--- src/rtl/bsa_pkg.sv ---
// ----------------------------------------------------------------------------
// Bitmap slot allocator package
// Shared widths, request and status codes, and the sequencer state type.
// ----------------------------------------------------------------------------
package bsa_pkg;

    // Field widths of the request and result.
    localparam int REQ_W    = 2;
    localparam int SLOT_W   = 8;
    localparam int COUNT_W  = 9;
    localparam int STATUS_W = 2;

    // The usage map is stored as bytes of slot bits.
    localparam int WORD_W = 8;
    localparam int BIT_W  = 3;

    // Slot count after reset.
    localparam logic [COUNT_W-1:0] SLOT_COUNT_RESET = 9'd256;

    // Request kinds.
    localparam logic [REQ_W-1:0] REQ_ALLOC = 2'd0;
    localparam logic [REQ_W-1:0] REQ_FREE  = 2'd1;
    localparam logic [REQ_W-1:0] REQ_QUERY = 2'd2;

    // Result status codes.
    localparam logic [STATUS_W-1:0] ST_OK       = 2'd0;
    localparam logic [STATUS_W-1:0] ST_FULL     = 2'd1;
    localparam logic [STATUS_W-1:0] ST_RANGE    = 2'd2;
    localparam logic [STATUS_W-1:0] ST_NOT_USED = 2'd3;

    // Sequencer states.
    typedef enum logic [1:0] {
        S_CLEAR,
        S_IDLE,
        S_CHECK
    } bsa_state_t;

endpackage

--- src/rtl/bsa_ram.sv ---
// ----------------------------------------------------------------------------
// Generic RAM
// Single write port and single read port with registered read data.
// ----------------------------------------------------------------------------
module bsa_ram #(
    parameter int WIDTH  = 8,
    parameter int DEPTH  = 32,
    parameter int ADDR_W = (DEPTH > 1) ? $clog2(DEPTH) : 1
) (
    input  logic              clk,
    input  logic              wr_en,
    input  logic [ADDR_W-1:0] wr_addr,
    input  logic [WIDTH-1:0]  wr_data,
    input  logic [ADDR_W-1:0] rd_addr,
    output logic [WIDTH-1:0]  rd_data
);

    logic [WIDTH-1:0] mem [DEPTH];

    // Write port.
    always_ff @(posedge clk)
    begin
        if (wr_en)
        begin
            mem[wr_addr] <= wr_data;
        end
    end

    // Registered read port.
    always_ff @(posedge clk)
    begin
        rd_data <= mem[rd_addr];
    end

endmodule

--- src/rtl/bitmap_slot_allocator_unit.sv ---
// ----------------------------------------------------------------------------
// Bitmap slot allocator
// First-free slot allocator over a byte-wide usage bitmap held in a RAM.
// ----------------------------------------------------------------------------
// After reset the block clears the usage map, one byte per cycle, and
// holds s_axis_tready low meanwhile. A request is then handled one at a
// time by a small sequencer around one byte-wide first-zero finder and the
// map RAM: the request is taken, then the map bytes are examined one by
// one. Free and query read one byte; an allocate scans bytes from slot 0
// upward up to and including the first one with a free slot below the
// limit (at most ceil(limit/8) bytes). A full allocator answers after the
// first byte. The result sits in an output register, and a new request is
// taken while it waits; the block stalls only if a second result is ready
// before the first one is taken. The limit is min(slot_count, NUM_SLOTS).
module bitmap_slot_allocator_unit #(
    parameter int NUM_SLOTS = 256
) (
    input  logic        clk,
    input  logic        rst_n,

    // Request stream.
    input  logic        s_axis_tvalid,
    output logic        s_axis_tready,
    input  logic [7:0]  s_axis_tdata,   // [7:0] slot_index
    input  logic [1:0]  s_axis_tuser,   // [1:0] req_type

    // Result stream.
    output logic        m_axis_tvalid,
    input  logic        m_axis_tready,
    output logic [23:0] m_axis_tdata,   // [7:0] result_slot, [8] in_use,
                                        // [17:9] used_total, [23:18] zero
    output logic [1:0]  m_axis_tuser,   // [1:0] status

    // Slot count register.
    input  logic        cfg_wr_en,
    input  logic [8:0]  cfg_wr_data
);

    localparam int DEPTH = NUM_SLOTS / bsa_pkg::WORD_W;
    localparam int AW    = (DEPTH > 1) ? $clog2(DEPTH) : 1;
    localparam int CW    = (AW + bsa_pkg::BIT_W + 1 > bsa_pkg::COUNT_W + 1)
                           ? AW + bsa_pkg::BIT_W + 1 : bsa_pkg::COUNT_W + 1;

    // Lowest clear bit of a map byte.
    function automatic logic [bsa_pkg::BIT_W:0] first_zero(
        input logic [bsa_pkg::WORD_W-1:0] w
    );
        logic [bsa_pkg::BIT_W:0] r;
        r = '0;
        for (int i = bsa_pkg::WORD_W - 1; i >= 0; i--)
        begin
            if (!w[i])
            begin
                r = {1'b1, bsa_pkg::BIT_W'(i)};
            end
        end
        return r;
    endfunction

    bsa_pkg::bsa_state_t state_reg, state_next;

    logic [AW-1:0]                   clr_ptr_reg, clr_ptr_next;
    logic [AW-1:0]                   ptr_reg, ptr_next;
    logic [bsa_pkg::REQ_W-1:0]       req_reg, req_next;
    logic [bsa_pkg::SLOT_W-1:0]      idx_reg, idx_next;
    logic [bsa_pkg::COUNT_W-1:0]     cnt_reg, cnt_next;
    logic [bsa_pkg::COUNT_W-1:0]     slot_count_reg, slot_count_next;

    logic                            out_valid_reg, out_valid_next;
    logic [bsa_pkg::STATUS_W-1:0]    out_status_reg, out_status_next;
    logic [bsa_pkg::SLOT_W-1:0]      out_slot_reg, out_slot_next;
    logic                            out_in_use_reg, out_in_use_next;
    logic [bsa_pkg::COUNT_W-1:0]     out_total_reg, out_total_next;

    logic                            ram_wr_en;
    logic [AW-1:0]                   ram_wr_addr;
    logic [bsa_pkg::WORD_W-1:0]      ram_wr_data;
    logic [bsa_pkg::WORD_W-1:0]      ram_rd_data;

    logic                            req_fire;
    logic                            out_free;
    logic                            clr_done;
    logic [CW-1:0]                   lim;
    logic [CW-1:0]                   idx_cw;
    logic [CW-1:0]                   cand_cw;
    logic [CW-1:0]                   next_base_cw;
    logic [bsa_pkg::BIT_W:0]         fz;
    logic [bsa_pkg::WORD_W-1:0]      bit_mask;
    logic                            idx_bit;

    // Decisions of the check step.
    logic                            chk_finish;
    logic                            chk_advance;
    logic                            chk_write;
    logic [bsa_pkg::WORD_W-1:0]      chk_word;
    logic [bsa_pkg::STATUS_W-1:0]    chk_status;
    logic [bsa_pkg::SLOT_W-1:0]      chk_slot;
    logic                            chk_in_use;
    logic [bsa_pkg::COUNT_W-1:0]     chk_cnt;

    // Usage map storage.
    bsa_ram #(
        .WIDTH  (bsa_pkg::WORD_W),
        .DEPTH  (DEPTH),
        .ADDR_W (AW)
    ) u_map_ram (
        .clk     (clk),
        .wr_en   (ram_wr_en),
        .wr_addr (ram_wr_addr),
        .wr_data (ram_wr_data),
        .rd_addr (ptr_next),
        .rd_data (ram_rd_data)
    );

    // Handshake terms and the usable limit.
    assign s_axis_tready = (state_reg == bsa_pkg::S_IDLE);
    assign req_fire      = s_axis_tvalid && s_axis_tready;
    assign out_free      = !out_valid_reg || m_axis_tready;
    assign clr_done      = (clr_ptr_reg == AW'(DEPTH - 1));

    assign lim = (CW'(slot_count_reg) > CW'(NUM_SLOTS)) ? CW'(NUM_SLOTS)
                                                         : CW'(slot_count_reg);

    // Shared byte examination: first free bit and the selected bit.
    assign fz           = first_zero(ram_rd_data);
    assign idx_cw       = CW'(idx_reg);
    assign cand_cw      = CW'({ptr_reg, fz[bsa_pkg::BIT_W-1:0]});
    assign next_base_cw = CW'({ptr_reg, bsa_pkg::BIT_W'(0)}) + CW'(bsa_pkg::WORD_W);
    assign bit_mask     = bsa_pkg::WORD_W'(1) << idx_reg[bsa_pkg::BIT_W-1:0];
    assign idx_bit      = ram_rd_data[idx_reg[bsa_pkg::BIT_W-1:0]];

    // Check step: decide the outcome for the byte now on the read port.
    always_comb
    begin
        chk_finish  = 1'b1;
        chk_advance = 1'b0;
        chk_write   = 1'b0;
        chk_word    = ram_rd_data;
        chk_status  = bsa_pkg::ST_OK;
        chk_slot    = '0;
        chk_in_use  = 1'b0;
        chk_cnt     = cnt_reg;
        case (req_reg)
            bsa_pkg::REQ_ALLOC:
            begin
                if (CW'(cnt_reg) >= lim)
                begin
                    chk_status = bsa_pkg::ST_FULL;
                end
                else if (fz[bsa_pkg::BIT_W] && (cand_cw < lim))
                begin
                    chk_write = 1'b1;
                    chk_word  = ram_rd_data
                                | (bsa_pkg::WORD_W'(1) << fz[bsa_pkg::BIT_W-1:0]);
                    chk_slot  = cand_cw[bsa_pkg::SLOT_W-1:0];
                    chk_cnt   = cnt_reg + bsa_pkg::COUNT_W'(1);
                end
                else if (next_base_cw >= lim)
                begin
                    chk_status = bsa_pkg::ST_FULL;
                end
                else
                begin
                    chk_finish  = 1'b0;
                    chk_advance = 1'b1;
                end
            end
            bsa_pkg::REQ_FREE:
            begin
                if (idx_cw >= lim)
                begin
                    chk_status = bsa_pkg::ST_RANGE;
                end
                else if (!idx_bit)
                begin
                    chk_status = bsa_pkg::ST_NOT_USED;
                end
                else
                begin
                    chk_write = 1'b1;
                    chk_word  = ram_rd_data & ~bit_mask;
                    if (cnt_reg != '0)
                    begin
                        chk_cnt = cnt_reg - bsa_pkg::COUNT_W'(1);
                    end
                end
            end
            bsa_pkg::REQ_QUERY:
            begin
                if (idx_cw >= lim)
                begin
                    chk_status = bsa_pkg::ST_RANGE;
                end
                else
                begin
                    chk_in_use = idx_bit;
                end
            end
            default:
            begin
                // Unused request kind: plain ok result, no change.
                chk_status = bsa_pkg::ST_OK;
            end
        endcase
    end

    // Next state.
    always_comb
    begin
        state_next = state_reg;
        case (state_reg)
            bsa_pkg::S_CLEAR:
            begin
                if (clr_done)
                begin
                    state_next = bsa_pkg::S_IDLE;
                end
            end
            bsa_pkg::S_IDLE:
            begin
                if (req_fire)
                begin
                    state_next = bsa_pkg::S_CHECK;
                end
            end
            bsa_pkg::S_CHECK:
            begin
                if (chk_finish && out_free)
                begin
                    state_next = bsa_pkg::S_IDLE;
                end
            end
            default:
            begin
                state_next = bsa_pkg::S_CLEAR;
            end
        endcase
    end

    // Datapath, map writes and the result register.
    always_comb
    begin
        clr_ptr_next    = clr_ptr_reg;
        ptr_next        = ptr_reg;
        req_next        = req_reg;
        idx_next        = idx_reg;
        cnt_next        = cnt_reg;
        slot_count_next = cfg_wr_en ? cfg_wr_data : slot_count_reg;
        out_valid_next  = out_valid_reg && !m_axis_tready;
        out_status_next = out_status_reg;
        out_slot_next   = out_slot_reg;
        out_in_use_next = out_in_use_reg;
        out_total_next  = out_total_reg;
        ram_wr_en       = 1'b0;
        ram_wr_addr     = ptr_reg;
        ram_wr_data     = chk_word;
        case (state_reg)
            bsa_pkg::S_CLEAR:
            begin
                ram_wr_en    = 1'b1;
                ram_wr_addr  = clr_ptr_reg;
                ram_wr_data  = '0;
                clr_ptr_next = clr_ptr_reg + AW'(1);
            end
            bsa_pkg::S_IDLE:
            begin
                if (req_fire)
                begin
                    req_next = s_axis_tuser;
                    idx_next = s_axis_tdata;
                    if (s_axis_tuser == bsa_pkg::REQ_ALLOC)
                    begin
                        ptr_next = '0;
                    end
                    else
                    begin
                        ptr_next = AW'(s_axis_tdata[bsa_pkg::SLOT_W-1:bsa_pkg::BIT_W]);
                    end
                end
            end
            bsa_pkg::S_CHECK:
            begin
                if (chk_advance)
                begin
                    ptr_next = ptr_reg + AW'(1);
                end
                else if (chk_finish && out_free)
                begin
                    ram_wr_en       = chk_write;
                    cnt_next        = chk_cnt;
                    out_valid_next  = 1'b1;
                    out_status_next = chk_status;
                    out_slot_next   = chk_slot;
                    out_in_use_next = chk_in_use;
                    out_total_next  = chk_cnt;
                end
            end
            default:
            begin
                clr_ptr_next = '0;
            end
        endcase
    end

    // Control registers.
    always_ff @(posedge clk or negedge rst_n)
    begin
        if (!rst_n)
        begin
            state_reg      <= bsa_pkg::S_CLEAR;
            clr_ptr_reg    <= '0;
            cnt_reg        <= '0;
            slot_count_reg <= bsa_pkg::SLOT_COUNT_RESET;
            out_valid_reg  <= 1'b0;
        end
        else
        begin
            state_reg      <= state_next;
            clr_ptr_reg    <= clr_ptr_next;
            cnt_reg        <= cnt_next;
            slot_count_reg <= slot_count_next;
            out_valid_reg  <= out_valid_next;
        end
    end

    // Payload registers.
    always_ff @(posedge clk)
    begin
        ptr_reg        <= ptr_next;
        req_reg        <= req_next;
        idx_reg        <= idx_next;
        out_status_reg <= out_status_next;
        out_slot_reg   <= out_slot_next;
        out_in_use_reg <= out_in_use_next;
        out_total_reg  <= out_total_next;
    end

    // Result stream outputs.
    assign m_axis_tvalid = out_valid_reg;
    assign m_axis_tuser  = out_status_reg;
    assign m_axis_tdata  = {6'd0, out_total_reg, out_in_use_reg, out_slot_reg};

endmodule

--- config.mk ---
export PLATFORM = sky130hd
export DESIGN_NAME = bitmap_slot_allocator_unit
export DESIGN_NICKNAME = d
export VERILOG_FILES = /design/src/rtl/bsa_pkg.sv /design/src/rtl/bsa_ram.sv /design/src/rtl/bitmap_slot_allocator_unit.sv
export SDC_FILE = /design/constraint.sdc
export NUM_CORES = 1
export LEC_CHECK = 0
export BUFFER_PORTS_ARGS = -buffer_cell sky130_fd_sc_hd__buf_2
export CAP_MARGIN = 20
export CORE_UTILIZATION = 65
export DETAILED_ROUTE_END_ITERATION = 10
export PLACE_DENSITY = 0.92
export SYNTH_ARGS = -nofsm -noshare
export SYNTH_HDL_FRONTEND = slang
export SYNTH_SLANG_ARGS = --single-unit
--- constraint.sdc ---
create_clock -name clk -period 12.65 [get_ports clk]
set_input_delay 1.265 -clock clk [delete_from_list [all_inputs] [get_ports clk]]
set_output_delay 1.265 -clock clk [all_outputs]
set_load 0.005 [all_outputs]
==> impl_results.md, run 1 <==
* Status: completed
* Unrepaired setup endpoints after global routing: no
* Max-cap viol count at 0
* Relative slew slack at 0.1574
* Sum of routed wire length over all layers at 35.97 mm
* Startpoint Class: flop
* Startpoint of the lowest-slack register-to-register path: slot_count_reg[8]
* Post-Synthesis Cell Area at 14,550 um^2
* Initial standard-cell utilization of the core at 0.6645
* Via count of the first global-routing pass at 9,654
* Quantity of hold-fixing buffers added after cts at 0
* Worst slew pin tran at 1.258 ns
* Worst setup path class: flop to flop
* CTS max path bufs at 3
* Final setup vio count at 0
* Final max-slew violation count at 0
* DRT Pass-1 Iters at 6
* Period minus WS final at 5.854 ns
* Number of design rule violations left after detail routing at 0
* Die Span Y at 151.6 um
* Number of antenna-violating nets in the routed design at 0
* Count of nets after finishing at 1,245
* Total routing resource utilization after global routing at 0.3190
* Number of different library cells in the post-synthesis netlist at 69
* Register with the most flip-flops: u_map_ram.mem
* Hold Vio Cnt, Final at 0
* Count of standard-cell rows at 54
* Inserted Clock Buffers at 31
* Io pins at 52
* Final TNS setup at 0 ns
* Data required time of the worst path at 13.17 ns
* Final HPWL DP at 22.18 mm
* Tightest Hold Check Type: flop to flop
* Wire length of the first global-routing pass at 54.57 mm
* Pleak at 5.926 nW
* Cell count after synthesis at 1,138
* Full die area at 22,980 um^2
* Growth of design area from synthesis to finish at 11.43%
* Crit path max fanout at 74
* Total of warnings raised by yosys at 0
* Fin cells at 1,489
* Total of cells resized after clock tree synthesis at 0
* Number of flip-flops and latches in the synthesized netlist at 325
* Clock Root Buffer: sky130_fd_sc_hd__clkbuf_16
* Worst clock skew at 0.01416 ns
* Number of levels the H-tree was split into at 1
* Number of DRC markers in iteration 0 at 1,411
* Clock tree from TritonCTS: done
* Power Dens Cells at 241.8 nW/um^2
* Fraction of post-synthesis cell area in the top cell type by area at 0.5904
* Core Footprint at 21,890 um^2
* Number of flops mapped to enable cells by yosys at 286
* Launch point of the critical path: slot_count_reg[8]
* Ranking of synthesized cells by area: sky130_fd_sc_hd__edfxtp_1, sky130_fd_sc_hd__dfrtp_1, sky130_fd_sc_hd__nand2_1
* Sequential share of the synthesized area at 0.6531
* Max reg flops at 256
* Final worst-path cycle share at 0.4627
* Width of the die at 151.6 um
* Post-CTS Setup Repair Bufs at 0
* Ys flop type: sky130_fd_sc_hd__edfxtp_1
* Clock sink total at 325
* Hold_sp: slot_count_reg[6]
* Cell count after placement at 1,419
* Worst-case vdd ir drop at 0.1392 mV
* Leftover overflow at the end of global routing at 0
* Buffers on Ports at 45
* Sort of element at the end of the critical path: flop
* Pin count of the biggest net entering global routing at 75
* Layout cells sized above 1 at 0.1359
* Clock slew at reported path FFs at 0.07 ns
* Average cell area after synthesis at 12.78 um^2
* Leading area contributor after synthesis: sky130_fd_sc_hd__edfxtp_1
* Total via count in the routed design at 10,230
* Antenna violations before repair at 0
* Async set-or-reset flop fraction in the synthesized netlist at 0.08000
* Mean number of vias per cell at 6.869
* Worst-skew pair later-pin latency at 0.58 ns
* CP Data Arrival Time at 6.38 ns
* Weighted congestion reported at the end of routability-driven placement at 0.9800
* Routed length per placed instance at 24.15 um
* Max Fclk at 0.1708 GHz
==> critical path, cell delays in order, from the launching register on <==
cell                        delay, ns
sky130_fd_sc_hd__dfstp_2         0.59
sky130_fd_sc_hd__clkinv_1        0.26
sky130_fd_sc_hd__nand2_1         0.25
sky130_fd_sc_hd__ha_1            0.31
sky130_fd_sc_hd__a211oi_1        0.26
sky130_fd_sc_hd__a211oi_1        0.11
sky130_fd_sc_hd__a2111oi_2       0.47
sky130_fd_sc_hd__nand4_1         0.26
sky130_fd_sc_hd__o211a_1         0.28
sky130_fd_sc_hd__a21o_4          0.42
sky130_fd_sc_hd__inv_2           0.62
sky130_fd_sc_hd__buf_4           0.72
sky130_fd_sc_hd__nand2_1         0.14
sky130_fd_sc_hd__a32o_1          0.30
sky130_fd_sc_hd__nor4_1          0.50
sky130_fd_sc_hd__or4_1           0.20
==> where the power goes <==
| part | switching, W | internal (W) | total (W) |
|---|---|---|---|
| Clock | 0.000414 | 0.000576 | 0.000990 |
| Combinational | 0.000965 | 0.000435 | 0.00140 |
| Sequential | 0.000100 | 0.00143 | 0.00153 |
| Total | 0.00148 | 0.00244 | 0.00392 |
==> cells by family after synthesis <==
logic type	after synthesis	synth area share
simple gates	377	0.1278
flops	325	0.6531
compound gates	262	0.1274
buf+inv	89	0.02572
fa+ha+maj	39	0.03355
mux	29	0.02254
xor+xnor	16	0.009634
other cells	1	0.0002578
==> per-layer routing <==
metal,wire length (um),GRT usage,part of all wire
met5,0,0,0
met4,1976,0.1589,0.055
met3,3865,0.05898,0.11
met2,17260,0.5148,0.48
met1,12870,0.4181,0.36
==> placed cells by master (no fill, tap or decap), types with 13 or more instances in the layout <==
master	count
sky130_fd_sc_hd__o2bb2ai_1	16
sky130_fd_sc_hd__nor4_1	19
sky130_fd_sc_hd__and2_1	39
sky130_fd_sc_hd__a21oi_1	85
sky130_fd_sc_hd__ha_1	39
sky130_fd_sc_hd__a22oi_1	16
sky130_fd_sc_hd__dfrtp_1	25
sky130_fd_sc_hd__clkbuf_16	31
sky130_fd_sc_hd__nor3_1	33
sky130_fd_sc_hd__nand2b_1	15
sky130_fd_sc_hd__a211oi_1	36
sky130_fd_sc_hd__a32o_1	16
sky130_fd_sc_hd__a22o_1	16
sky130_fd_sc_hd__buf_4	13
sky130_fd_sc_hd__nand2_1	155
sky130_fd_sc_hd__edfxtp_1	286
sky130_fd_sc_hd__nor2_1	43
sky130_fd_sc_hd__o21ai_0	22
sky130_fd_sc_hd__nand3_1	15
sky130_fd_sc_hd__dfxtp_1	13
sky130_fd_sc_hd__buf_2	52
sky130_fd_sc_hd__inv_1	19
sky130_fd_sc_hd__mux2i_1	17
==> area by class of cell <==
cell class	instances	area, um^2
Fill cell	1275	5682
Clock inverter	26	315.3
Tap cell	280	350.3
Antenna cell	2	5.005
Sequential cell	325	9500
Clock buffer	32	779.5
Inverter	24	90.09
Multi-Input combinational cell	729	4748
Timing Repair Buffer	71	420.4
==> per-stage QoR <==
| step | hold slack [ns] | setup WS [ns] | power, W | util | instance area, um^2 |
|---|---|---|---|---|---|
| after global routing | 0.5420 | 6.623 | 0.004065 | 0.7402 | 16200 |
| final | 0.5149 | 6.797 | 0.003920 | 0.7405 | 16210 |
| after CTS | 0.5141 | 6.930 | 0.003865 | 0.7365 | 16120 |
| after global placement | 0.4988 | 7.146 | 0.002802 | 0.6851 | 15000 |
| after detailed placement | 0.4998 | 7.003 | 0.002871 | 0.6864 | 15030 |
| after floorplan | 0.4806 | 7.679 | 0.002429 | - | 14570 |
==> cells in the mapped netlist (17+ instances only) <==
library cell,number
sky130_fd_sc_hd__nor3_1,35
sky130_fd_sc_hd__dfrtp_1,25
sky130_fd_sc_hd__inv_1,19
sky130_fd_sc_hd__mux2i_1,17
sky130_fd_sc_hd__clkbuf_1,48
sky130_fd_sc_hd__ha_1,39
sky130_fd_sc_hd__a211oi_1,36
sky130_fd_sc_hd__nand2_1,155
sky130_fd_sc_hd__a21oi_1,85
sky130_fd_sc_hd__edfxtp_1,286
sky130_fd_sc_hd__and2_1,39
sky130_fd_sc_hd__nor2_1,43
sky130_fd_sc_hd__o21ai_0,23
sky130_fd_sc_hd__nor4_1,19
==> final timing paths <==
check / endpoint / slack, ns / cells after the start
max reg2reg: u_map_ram.rd_data[7] / 6.80 / 15
max: u_map_ram.rd_data[7] / 6.80 / 15
min reg2reg: slot_count_reg[6] / 0.51 / 1
min: slot_count_reg[6] / 0.51 / 1
min in group asynchronous: slot_count_reg[4] / 0.72 / 1
max in group asynchronous: cnt_reg[3] / 11.50 / 1
Power figures use the tool's default switching activity.
==> inputs of run 2 (changes only) <==
--- a/config.mk
+++ b/config.mk
@@ -7,9 +7,9 @@
 export LEC_CHECK = 0
 export BUFFER_PORTS_ARGS = -buffer_cell sky130_fd_sc_hd__buf_2
 export CAP_MARGIN = 20
-export CORE_UTILIZATION = 65
+export CORE_UTILIZATION = 62
 export DETAILED_ROUTE_END_ITERATION = 10
-export PLACE_DENSITY = 0.92
+export PLACE_DENSITY = 0.89
 export SYNTH_ARGS = -nofsm -noshare
 export SYNTH_HDL_FRONTEND = slang
 export SYNTH_SLANG_ARGS = --single-unit
==> constraint.sdc (replaced) <==
create_clock -name clk -period 5.8 [get_ports clk]
set_input_delay 0.58 -clock clk [delete_from_list [all_inputs] [get_ports clk]]
set_output_delay 0.58 -clock clk [all_outputs]
set_load 0.005 [all_outputs]
==> run 2 against run 1 <==
Net effect:
- cell count up 3.0%
- largest power group unchanged
- setup slack worse by 6.2 ns
- register-to-register slack worse by 6.2 ns
==> impl_results.md, run 2 (synthesis results as in run 1) <==
* Status: completed
* Multi-input logic area at 4748 um^2 (unchanged)
* Fin cells at 1,533 (+3.0%)
* Pin count of the biggest net entering global routing at 55 (-27%)
* Worst slew pin tran at 1.106 ns (-0.1521 ns)
* Pleak at 5.947 nW (+0.36%)
* Flop2flop setup slack at 0.55 ns (-6.24 ns)
* Layout cells sized above 1 at 0.1402 (+0.004290)
* Max reg flops at 256 (unchanged)
* Crit path max fanout at 54 (-27%)
* Startpoint Class: flop
* Routed length per placed instance at 23.52 um (-2.6%)
* Max-cap viol count at 0 (unchanged)
* Number of antenna-violating nets in the routed design at 0 (unchanged)
* Power Dens Cells at 517.7 nW/um^2 (+110%)
* Storage cell area at 9500 um^2 (unchanged)
* Peak per-stage delay on the critical path at 0.74 ns (+0.02 ns)
* Buffers on Ports at 45 (unchanged)
* Clock sink total at 325 (unchanged)
* Highest-count cells in the layout ignoring fill and taps: sky130_fd_sc_hd__edfxtp_1, sky130_fd_sc_hd__nand2_1, sky130_fd_sc_hd__a21oi_1
* Period minus WS final at 5.247 ns (-0.6069 ns)
* Startpoint of the lowest-slack register-to-register path: slot_count_reg[8]
* Quantity of hold-fixing buffers added after cts at 0 (unchanged)
* Number of design rule violations left after detail routing at 0 (unchanged)
* Commonest non-fill, non-tap cell in the layout: sky130_fd_sc_hd__edfxtp_1
* Wire length of the first global-routing pass at 54.48 mm (-0.18%)
* Sort of element at the end of the critical path: flop
* Number of levels the H-tree was split into at 1 (unchanged)
* Initial standard-cell utilization of the core at 0.6367 (-0.02780)
* Top routing layer in use: met4
* Relative slew slack at 0.2593 (+0.1019)
* Core Footprint at 22,850 um^2 (+4.4%)
* Capturing point of the worst reg2reg path: u_map_ram.rd_data[5]
* Worst-case vdd ir drop at 0.2974 mV (+110%)
* Placement Setup Slack at 0.6681 ns (-6.335 ns)
* Unrepaired setup endpoints after global routing: no
* Leftover overflow at the end of global routing at 0 (unchanged)
* CP top delay family: simple AND/OR/NAND/NOR gates
* Clock Root Buffer: sky130_fd_sc_hd__clkbuf_16
* Register with the most flip-flops: u_map_ram.mem
* Cell chain of the critical path: clkinv_1 > nand2_1 > ha_1 > and4b_1 > o31a_1 > or3_4 > o21ai_2 > o21ai_0 > a21o_4 > inv_2 > buf_4 > a211oi_1 > nor4_1 > or4_1
* CTS max path bufs at 3 (unchanged)
* Antenna violations before repair at 0 (unchanged)
* Met3 layer wire length in the routed design at 3.771 mm (-2.4%)
* Clock tree from TritonCTS: done
* CP Data Arrival Time at 5.75 ns (-0.63 ns)
* Max Fclk at 0.1906 GHz (+12%)
* Total of cells resized after clock tree synthesis at 0 (unchanged)
* Final HPWL DP at 23.01 mm (+3.7%)
* Hold Vio Cnt, Final at 0 (unchanged)
* Filler instances at 1,456 (+14%)
* Count of standard-cell rows at 55 (+1.9%)
* Reg2Reg Depth at 14 (-1)
* Growth of design area from synthesis to finish at 11.83%
* Inserted Diodes at 0 (-2)
* Inserted Clock Buffers at 31 (unchanged)
* Total via count in the routed design at 10,080 (-1.5%)
* Final max-slew violation count at 0 (unchanged)
* Number of DRC markers in iteration 0 at 1,508 (+6.9%)
* Slowest stage cell, crit path: sky130_fd_sc_hd__nor4_1
* Weighted congestion reported at the end of routability-driven placement at 0.9376 (-4.3%)
* Tightest Hold Check Type: input pin to async pin
* Met1 wire length at 13.28 mm (+3.2%)
* Mean number of vias per cell at 6.572 (-4.3%)
* Final worst-path cycle share at 0.9046 (+0.4419)
* Width of the die at 155.2 um (+2.4%)
* Worst clock skew at 0.01586 ns (+0.001699 ns)
* Count of nets after finishing at 1,258 (+1.0%)
* Final TNS setup at 0 ns (unchanged)
* Full die area at 24,080 um^2 (+4.8%)
* Sum of routed wire length over all layers at 36.05 mm (+0.24%)
* Worst setup path class: flop to flop
* Worst-skew pair later-pin latency at 0.57 ns (about the same)
* Buffers and inverters on the worst path at 3 (unchanged)
* Io pins at 52 (unchanged)
* Total power after layout at 0.008421 W (+110%)
* Clock slew at reported path FFs at 0.07 ns (about the same)
* Die Span Y at 155.2 um (+2.4%)
* Data required time of the worst path at 6.30 ns (-6.87 ns)
* Cell count after placement at 1,473 (+3.8%)
* Setup ws final at 0.5534 ns (-6.243 ns)
* Total routing resource utilization after global routing at 0.3017 (-0.01735)
* Met2 WL post-DR at 17.45 mm (+1.1%)
* Post-CTS Setup Repair Bufs at 0 (unchanged)
* Final setup vio count at 0 (unchanged)
* Via count of the first global-routing pass at 9,665 (+0.11%)
* Min Hold Slack at 0.04785 ns (-0.4670 ns)
* DRT Pass-1 Iters at 5 (-1)
-- run 2: final cells by class --
| cell class | instances | area share |
|---|---|---|
| inverters | 24 | 0.005538 |
| clock buffers | 35 | 0.04861 |
| clock inverters | 23 | 0.01277 |
| well taps | 313 | 0.02408 |
| multi-input cells | 729 | 0.2919 |
| repair buffers | 84 | 0.03307 |
| flip-flops and latches | 325 | 0.5840 |
-- run 2: worst max-delay path by stage --
stage / endpoint / slack [ns] / cells past startpoint / from
3_3_place_gp: u_map_ram.mem[19][2] / 0.80 / 13 / slot_count_reg[8]
3_5_place_dp: u_map_ram.mem[27][7] / 0.67 / 13 / slot_count_reg[8]
2_1_floorplan: u_map_ram.mem[0][0] / 0.83 / 12 / slot_count_reg[8]
6_report: u_map_ram.rd_data[5] / 0.55 / 14 / slot_count_reg[8]
4_1_cts: u_map_ram.mem[19][7] / 0.61 / 13 / slot_count_reg[8]
5_1_grt: u_map_ram.rd_data[1] / 0.26 / 15 / slot_count_reg[8]
-- run 2: layer usage --
metal,global-route usage,vias to the layer above
met5,0,-
met4,0.1345,0
met3,0.05766,126
met2,0.5017,724
met1,0.3887,4783
li1,-,4442
-- run 2: per-stage QoR --
stage                     instance area, um^2    util
after floorplan                         14570       -
after global placement                  15240  0.6670
after detailed placement                15250  0.6676
after CTS                               16250  0.7113
after global routing                    16270  0.7120
final                                   16270  0.7120
-- run 2: worst reg2reg max path, cell delays in order (launching register included) --
cell and delay [ns]:
sky130_fd_sc_hd__dfstp_2 0.60, sky130_fd_sc_hd__clkinv_1 0.25, sky130_fd_sc_hd__nand2_1 0.24, sky130_fd_sc_hd__ha_1 0.29, sky130_fd_sc_hd__and4b_1 0.21, sky130_fd_sc_hd__o31a_1 0.32, sky130_fd_sc_hd__or3_4 0.41, sky130_fd_sc_hd__o21ai_2 0.22
sky130_fd_sc_hd__o21ai_0 0.13, sky130_fd_sc_hd__a21o_4 0.43, sky130_fd_sc_hd__inv_2 0.61, sky130_fd_sc_hd__buf_4 0.38, sky130_fd_sc_hd__a211oi_1 0.13, sky130_fd_sc_hd__nor4_1 0.74, sky130_fd_sc_hd__or4_1 0.22
-- run 2: where the power goes --
group	internal [W]	switching [W]	leakage (nW)	total, W
Combinational	0.000994	0.00210	2.40	0.00309
Sequential	0.00312	0.000213	3.06	0.00333
Clock	0.00112	0.000881	0.488	0.00200
Total	0.00523	0.00319	5.95	0.00842
==> inputs of run 3 (changes only) <==
--- a/config.mk
+++ b/config.mk
@@ -7,9 +7,13 @@
 export LEC_CHECK = 0
 export BUFFER_PORTS_ARGS = -buffer_cell sky130_fd_sc_hd__buf_2
 export CAP_MARGIN = 20
-export CORE_UTILIZATION = 62
+export CELL_PAD_IN_SITES_DETAIL_PLACEMENT = 1
+export CELL_PAD_IN_SITES_GLOBAL_PLACEMENT = 1
+export CORE_MARGIN = 2
+export CORE_UTILIZATION = 51
 export DETAILED_ROUTE_END_ITERATION = 10
-export PLACE_DENSITY = 0.89
+export PLACE_DENSITY = 0.88
+export SKIP_CTS_REPAIR_TIMING = 1
 export SYNTH_ARGS = -nofsm -noshare
 export SYNTH_HDL_FRONTEND = slang
 export SYNTH_SLANG_ARGS = --single-unit
==> run 3 against run 2 <==
Net effect:
- critical path depth stayed put
- non-clock buffer count down 4
- via count increased by 2.1%
- first-iteration DRC count fell by 27%
- highest routed layer unchanged
==> impl_results.md, run 3 (synthesis results as in run 1) <==
* Status: completed
* Switch share at 0.3816 (+0.002354)
* Routed length per placed instance at 26.37 um (+12%)
* Power Dens Cells at 530.5 nW/um^2 (+2.5%)
* Combinational cell fraction of total power at 0.358 (-0.009)
* Count of standard-cell rows at 61 (+11%)
* Period minus WS final at 5.388 ns (+0.1410 ns)
* Width of the die at 172.9 um (+11%)
* Initial standard-cell utilization of the core at 0.5207 (-0.1160)
* Hold Vio Cnt, Final at 0 (unchanged)
* Filler instances at 2,814 (+93%)
* Sort of element at the end of the critical path: flop
* Data required time of the worst path at 6.28 ns (-0.02 ns)
* Worst setup path class: flop to flop
* Max Fclk at 0.1856 GHz (-2.6%)
* Final worst-path cycle share at 0.9289 (+0.02431)
* Startpoint of the lowest-slack register-to-register path: slot_count_reg[8]
* Placement-stage cell area at 15,300 um^2 (+0.34%)
* Buffers on Ports at 45 (unchanged)
* Growth of design area from synthesis to finish at 13.25%
* Sum of routed wire length over all layers at 42.27 mm (+17%)
* Weighted congestion reported at the end of routability-driven placement at 0.9025 (-3.7%)
* Startpoint Class: flop
* Max-cap viol count at 0 (unchanged)
* Pleak at 6.010 nW (+1.1%)
* Min Hold Slack at 0.07574 ns (+0.02789 ns)
* Clock network fraction of total power at 0.257 (+0.020)
* Full die area at 29,890 um^2 (+24%)
* Layout cells sized above 1 at 0.1373 (-0.002909)
* Unrepaired setup endpoints after global routing: no
* Highest-count cells in the layout ignoring fill and taps: sky130_fd_sc_hd__edfxtp_1, sky130_fd_sc_hd__nand2_1, sky130_fd_sc_hd__a21oi_1
* Inserted Clock Buffers at 37 (+19%)
* Max reg flops at 256 (unchanged)
* Launch point of the critical path: slot_count_reg[8]
* Clock slew at reported path FFs at 0.06 ns (about the same)
* Worst slew pin tran at 1.157 ns (+0.05061 ns)
* Total routing resource utilization after global routing at 0.2816 (-0.02008)
* Cell internal pwr at 0.005404 W (+3.4%)
* Flop2flop setup slack at 0.41 ns (-0.14 ns)
* Antenna violations before repair at 0 (unchanged)
* Number of DRC markers in iteration 0 at 1,096 (-27%)
* Clock sink total at 325 (unchanged)
* Number of levels the H-tree was split into at 2 (+1)
* CP Data Arrival Time at 5.87 ns (+0.12 ns)
* Clock Root Buffer: sky130_fd_sc_hd__clkbuf_16
* Io pins at 52 (unchanged)
* Seq pwr share at 0.385 (-0.010)
* Relative slew slack at 0.2254 (-0.03390)
* Final HPWL DP at 27.43 mm (+19%)
* Total via count in the routed design at 10,290 (+2.1%)
* Count of nets after finishing at 1,260 (+0.16%)
* Core Footprint at 27,930 um^2 (+22%)
* Die Span Y at 172.9 um (+11%)
* Final max-slew violation count at 0 (unchanged)
* Capturing point of the worst reg2reg path: u_map_ram.rd_data[6]
* Worst-skew pair later-pin latency at 0.54 ns (-0.03 ns)
* Pin count of the biggest net entering global routing at 59 (+7.3%)
* Mean number of vias per cell at 6.416 (-2.4%)
* Via count of the first global-routing pass at 10,630 (+10%)
* Reg2Reg Depth at 14 (unchanged)
* Leftover overflow at the end of global routing at 0 (unchanged)
* Buffers and inverters on the worst path at 2 (-1)
* Wire length of the first global-routing pass at 64.13 mm (+18%)
* Tightest Hold Check Type: input pin to async pin
* Final standard cell utilization of the core at 0.5897 (-0.1223)
* Final setup vio count at 0 (unchanged)
* Number of antenna-violating nets in the routed design at 0 (unchanged)
* Slowest stage cell, crit path: sky130_fd_sc_hd__nor4_1
* Number of design rule violations left after detail routing at 0 (unchanged)
* DRT Pass-1 Iters at 5 (unchanged)
* CP top delay family: compound AO/OA/AOI/OAI gates
* Layout Cell Area excl Fill at 16,470 um^2 (+1.3%)
* Cell chain of the critical path: clkinv_1 > nand2_1 > ha_1 > a211oi_1 > a211oi_1 > a2111oi_2 > nand4_1 > o211a_1 > a21o_4 > inv_2 > nand2_1 > a32o_1 > nor4_1 > or4_1
* Clock tree from TritonCTS: done
* Sw Pwr at 0.003335 W (+4.4%)
* Worst clock skew at 0.02319 ns (+0.007330 ns)
* Worst-case vdd ir drop at 0.3754 mV (+26%)
* Commonest non-fill, non-tap cell in the layout: sky130_fd_sc_hd__edfxtp_1
* Register with the most flip-flops: u_map_ram.mem
* CTS max path bufs at 3 (unchanged)
* Peak per-stage delay on the critical path at 0.83 ns (+0.09 ns)
* Final TNS setup at 0 ns (unchanged)
* Crit path max fanout at 48 (-11%)
## run 3: changes by cell type in the layout (fill, tap and decap cells not counted), moves of 2 or more
cell,delta
sky130_fd_sc_hd__buf_4,-4
sky130_fd_sc_hd__clkbuf_1,+5
sky130_fd_sc_hd__clkbuf_16,+7
sky130_fd_sc_hd__clkinv_1,+2
sky130_fd_sc_hd__clkinv_2,-2
sky130_fd_sc_hd__clkinv_4,-2
sky130_fd_sc_hd__clkinvlp_4,-3
## run 3: worst register-to-register path, delay by kind of cell, from the launching register on
family	cells	cell delay, ns
compound gates	6	1.74
simple gates	5	1.69
buf+inv	2	0.99
flops	1	0.60
fa+ha+maj	1	0.32
## run 3: layout make-up
class	instances	area (um^2)	area share
inverter	24	90.09	0.005469
clock buffer	48	998.5	0.06061
multi-input combinational	729	4748	0.2882
sequential	325	9500	0.5767
clock inverter	18	162.7	0.009874
tap	378	473.0	0.02871
timing repair buffer	80	498.0	0.03023
antenna	1	2.502	0.0001519
## run 3: metal layers
metal | global-route usage | wire length, um | up-vias
li1 | - | - | 4429
met1 | 0.3542 | 16270 | 5233
met4 | 0.1412 | 2143 | 0
met2 | 0.4782 | 21000 | 485
met5 | 0 | 0 | -
met3 | 0.04112 | 2849 | 138
## run 3: stage by stage
stage	total power, W	cells	worst slack [ns]
global route	0.009091	1602	0.1079
CTS	0.008723	1601	0.3908
global placement	0.006243	1534	0.5533
finish	0.008739	1603	0.4124
floorplan	0.005297	1143	0.8289
detailed placement	0.006443	1535	0.4194
## run 3: how the worst max path moves through the flow
stage / end / slack [ns] / cells after the start
3_3_place_gp: u_map_ram.rd_data[6] / 0.55 / 14
4_1_cts: u_map_ram.rd_data[6] / 0.39 / 14
5_1_grt: u_map_ram.rd_data[6] / 0.11 / 14
3_5_place_dp: u_map_ram.rd_data[6] / 0.42 / 14
6_report: u_map_ram.rd_data[6] / 0.41 / 14
2_1_floorplan: u_map_ram.mem[0][0] / 0.83 / 12
## run 3: power groups by stage
| stage | registers, W | clock network [W] | logic (W) |
|---|---|---|---|
| final | 0.00336 | 0.00225 | 0.00313 |
| after global placement | 0.00337 | 0 | 0.00287 |
| after global routing | 0.00338 | 0.00235 | 0.00336 |
| after detailed placement | 0.00339 | 0 | 0.00305 |
| after floorplan | 0.00327 | 0 | 0.00202 |
| after CTS | 0.00335 | 0.00227 | 0.00310 |
